===== config.mk =====
export PLATFORM = sky130hd
export DESIGN_NAME = ipv4rt_ctrl
export DESIGN_NICKNAME = d
export VERILOG_FILES = /design/src/design/ipv4rt_pkg.sv /design/src/design/ipv4rt_ctrl.sv
export SDC_FILE = /design/constraint.sdc
export NUM_CORES = 1
export LEC_CHECK = 0
export BUFFER_PORTS_ARGS = -buffer_cell sky130_fd_sc_hd__buf_2
export CORE_AREA = 3 3 40 42
export CTS_CLUSTER_SIZE = 10
export DETAILED_ROUTE_END_ITERATION = 8
export DIE_AREA = 0 0 43 45
export GPL_TIMING_DRIVEN = 0
export HOLD_SLACK_MARGIN = 0.15
export PLACE_DENSITY = 0.56
export SYNTH_ARGS = -nofsm -noshare
export SYNTH_HDL_FRONTEND = slang
export SYNTH_SLANG_ARGS = --single-unit

===== constraint.sdc =====
create_clock -name i_clk -period 2.3 [get_ports i_clk]
set_input_delay 0.345 -clock i_clk [delete_from_list [all_inputs] [get_ports i_clk]]
set_output_delay 0.345 -clock i_clk [all_outputs]
set_load 0.03 [all_outputs]

===== src/design/ipv4rt_pkg.sv =====
// ============================================================================
// ipv4rt_pkg
// Shared types, codes and helpers for the IPv4 route table.
// ============================================================================
package ipv4rt_pkg;

    typedef enum logic [1:0] {
        CMD_LOOKUP = 2'd0,
        CMD_ADD    = 2'd1,
        CMD_REMOVE = 2'd2,
        CMD_FLUSH  = 2'd3
    } t_cmd;

    typedef enum logic [2:0] {
        ST_HIT      = 3'd0,
        ST_MISS     = 3'd1,
        ST_UPDATED  = 3'd2,
        ST_ADDED    = 3'd3,
        ST_REJECTED = 3'd4,
        ST_FULL     = 3'd5,
        ST_REMOVED  = 3'd6,
        ST_GONE     = 3'd7
    } t_status;

    // one table row as held in the memory
    typedef struct packed {
        logic        valid;
        logic [31:0] dst;
        logic [31:0] mask;
        logic [31:0] gw;
    } t_entry;

    // controller -> datapath
    typedef struct packed {
        logic load;       // capture a beat from the request channel
        logic clr;        // write an empty row at the sweep counter
        logic scan;       // read/evaluate rows
        logic fin_flush;  // flush sweep complete, post result
    } t_dp_cmd;

    // datapath -> controller
    typedef struct packed {
        logic out_busy;   // result register still holds a beat
        logic in_reject;  // incoming add is impossible
        logic in_flush;   // incoming beat is a flush
        logic clr_last;   // sweep counter on final row
        logic stop;       // identical route found, scan ends early
        logic last;       // final row being evaluated
    } t_dp_stat;

    function automatic logic [31:0] class_mask(input logic [1:0] cls);
        logic [31:0] m;
        case (cls)
            2'b10:   m = 32'hffff_0000;
            2'b11:   m = 32'hffff_ff00;
            default: m = 32'hff00_0000;
        endcase
        return m;
    endfunction

endpackage


===== src/design/ipv4rt_ctrl.sv =====
// ============================================================================
// ipv4rt_ctrl
// Sequencer: reset clearing sweep, request accept, scan and flush.
// ============================================================================
module ipv4rt_ctrl import ipv4rt_pkg::*; (
    input  logic     i_clk,
    input  logic     i_rst_n,
    input  logic     i_in_valid,
    input  t_dp_stat i_stat,
    output logic     o_in_ready,
    output t_dp_cmd  o_cmd
);

    typedef enum logic [3:0] {
        S_CLEAR = 4'b0001,
        S_IDLE  = 4'b0010,
        S_SCAN  = 4'b0100,
        S_FLUSH = 4'b1000
    } t_state;

    t_state r_state, n_state;

    assign o_in_ready = (r_state == S_IDLE) && !i_stat.out_busy;

    always_comb begin
        n_state = r_state;
        o_cmd   = '0;
        case (r_state)
            S_CLEAR: begin
                o_cmd.clr = 1'b1;
                if (i_stat.clr_last) n_state = S_IDLE;
            end
            S_IDLE: begin
                if (o_in_ready && i_in_valid) begin
                    o_cmd.load = 1'b1;
                    if (i_stat.in_flush)       n_state = S_FLUSH;
                    else if (!i_stat.in_reject) n_state = S_SCAN;
                end
            end
            S_SCAN: begin
                o_cmd.scan = 1'b1;
                if (i_stat.stop || i_stat.last) n_state = S_IDLE;
            end
            S_FLUSH: begin
                o_cmd.clr = 1'b1;
                if (i_stat.clr_last) begin
                    o_cmd.fin_flush = 1'b1;
                    n_state         = S_IDLE;
                end
            end
            default: n_state = S_CLEAR;
        endcase
    end

    always_ff @(posedge i_clk) begin
        if (!i_rst_n) r_state <= S_CLEAR;
        else          r_state <= n_state;
    end

endmodule


==> reports/summary.txt <==
largest register by flop count: r_state
Slew headroom: 0.610
post_cts resized: 0
drt first pass iters: 2
GRT Max-Usage Layer: met1
Worst Path Arrival: 1520 ps
Max Cap Viol: 0
share of the synthesized area in the top cell type: 0.277
die extent in y: 45 um
post-synthesis average cell area: 7.81 um^2
Crit Path Class: reg2out
max FFs per register: 4
initial antenna violation count: 0
DRC viols: 0
r2r setup slk: 600 ps
Vias/cell: 4.57
largest net degree at the start of global routing: 9
Place WS: 594 ps
Post-Syn Instances: 37
Hold WC Path Type: in2reg
M3 GR Usage: 0.0518
unrepaired setup endpoints after global routing: no
Core Util, Final: 0.308
crit path max fanout: 8
total track usage: 0.0832
worst skew pair latency: 230 ps
cell area after layout: 395 um^2
Detail Placement HPWL: 542 um
largest cells by area after synthesis: dfxtp_1, nand2_1, or4b_4, nand2b_1, nor4_1
Ys Warns: 0
first-pass GRT wire length: 1190 um
most frequent cell after synthesis: nand2_1
#FFs+latches synth: 4
max-slew violation count: 0
syn nets: 46
Post-synth EDFFs: 0
H-tree levels: 1
prevailing post-synth register cell: dfxtp_1
final worst-path cycle share: 0.811
core area: 1280 um^2
CTS Root Buffer Type: clkbuf_4
leading area contributor after synthesis: dfxtp_1
setup TNS: 0 ps
Worst setup EP type: primary output
hold-fix buffers at CTS: 0
hold_ws: 342 ps
total gr overflow: 0
GP Congestion: 0.714
GR Layer Usage met2: 0.102
DIE AREA: 1940 um^2
CTS Sinks: 4
ant diodes: 0
clk buf depth: 2
clock slew at reported path FFs: 40 ps
R2R cell count: 4
Peak supply drop: 156 uV
final worst slack: 435 ps
CTS tree: built
Area Overhead vs Synth: 36.8%
met1 Resource Use GR: 0.120
clock skew: 2.08 ps
NumNets Final: 64
status: finished clean
row cnt: 13
total CTS buffers: 3
top post-synthesis cells by count: nand2_1, dfxtp_1, nor2_1
synth unique cells: 23
# IOs: 14
Hold Vio Cnt, Final: 0
Setup Viol. Count Final: 0
Pwr per Cell Area: 535 nW/um^2
Achievable Freq: 536 MHz
Mapped Area: 289 um^2
Leakage: 0.202 nW
IO buf count: 13
DRT antenna net count: 0
critical path startpoint category: flop
Avg WL per Cell: 9.99 um
FILL cells: 145
Slew @ Worst Pin: 577 ps
DR iter-0 viols: 5
biggest registers after layout: r_state: 4 flops
Setup Buffers After CTS: 0
Die Span X: 43 um
Worst EP required: 1960 ps
Hold Crit Depth: 2
layout cell share with drive strength beyond 1: 0.377
vias in the first global route: 273
final wirelength: 679 um
post-placement cell area: 373 um^2
asr flop ratio synth: 0
fin crit period: 1870 ps
sequential-to-total area share from yosys stat: 0.277
via count: 311
initial cell density of the core: 0.225
[metal layers]
layer | wire, um | up-vias
li1 | - | 167
met1 | 330 | 131
met2 | 291 | 13
met3 | 58 | 0
met4 | 0 | 0
met5 | 0 | -
[through the flow]
| stage | power (mW) | instances |
|---|---|---|
| 2_1_floorplan | 0.111 | 37 |
| 3_5_place_dp | 0.128 | 65 |
| 4_1_cts | 0.217 | 68 |
| 3_3_place_gp | 0.128 | 65 |
| 5_1_grt | 0.228 | 68 |
| 6_report | 0.211 | 68 |
[worst max-delay path, stage by stage, from the launching register on]
cell	delay [ps]
dfxtp_1	300
buf_2	180
nor4b_1	510
buf_2	310
[where the power goes]
part | total [mW] | internal (mW) | switching (mW)
sequential | 0.0770 | 0.0737 | 0.00329
combinational | 0.0497 | 0.0223 | 0.0274
clock | 0.0847 | 0.0582 | 0.0265
[final cells by class]
cell class              instances  area (um^2)  share of cell area
plain buffers                   3         21.3              0.0538
clock buffers                   3         22.5              0.0570
inverters                       1         3.75             0.00949
multi-input cells              29          184               0.465
flip-flops and latches          4         80.1               0.203
well taps                      15         18.8              0.0475
repair buffers                 13         65.1               0.165
[kinds of logic (layout without fill, tap and decap cells)]
group,count (synthesis),count (layout),share of synthesized area
AND/OR/NAND/NOR,19,19,0.368
buffers and inverters,4,20,0.0866
AO/OA/AOI/OAI,8,8,0.208
flip-flops,4,4,0.277
XOR/XNOR,2,2,0.0606
[path summary, 6_finish.rpt]
path,start,end
worst max register to register,r_state[3],r_state[2]
worst max-delay path,r_state[2],o_cmd[1]
worst min-delay path,i_rst_n,r_state[0]
worst min register to register,r_state[3],r_state[3]
[placed cells by master (no fill, tap or decap), types with 2 or more instances in the layout]
cell,Yosys,final
o21ai_0,2,2
clkbuf_4,0,3
nor4_1,2,2
nand2_1,6,6
buf_2,2,15
nor2_1,3,3
dfxtp_1,4,4
nand2b_1,2,2
Note: power is estimated with default switching activity, not from simulation.
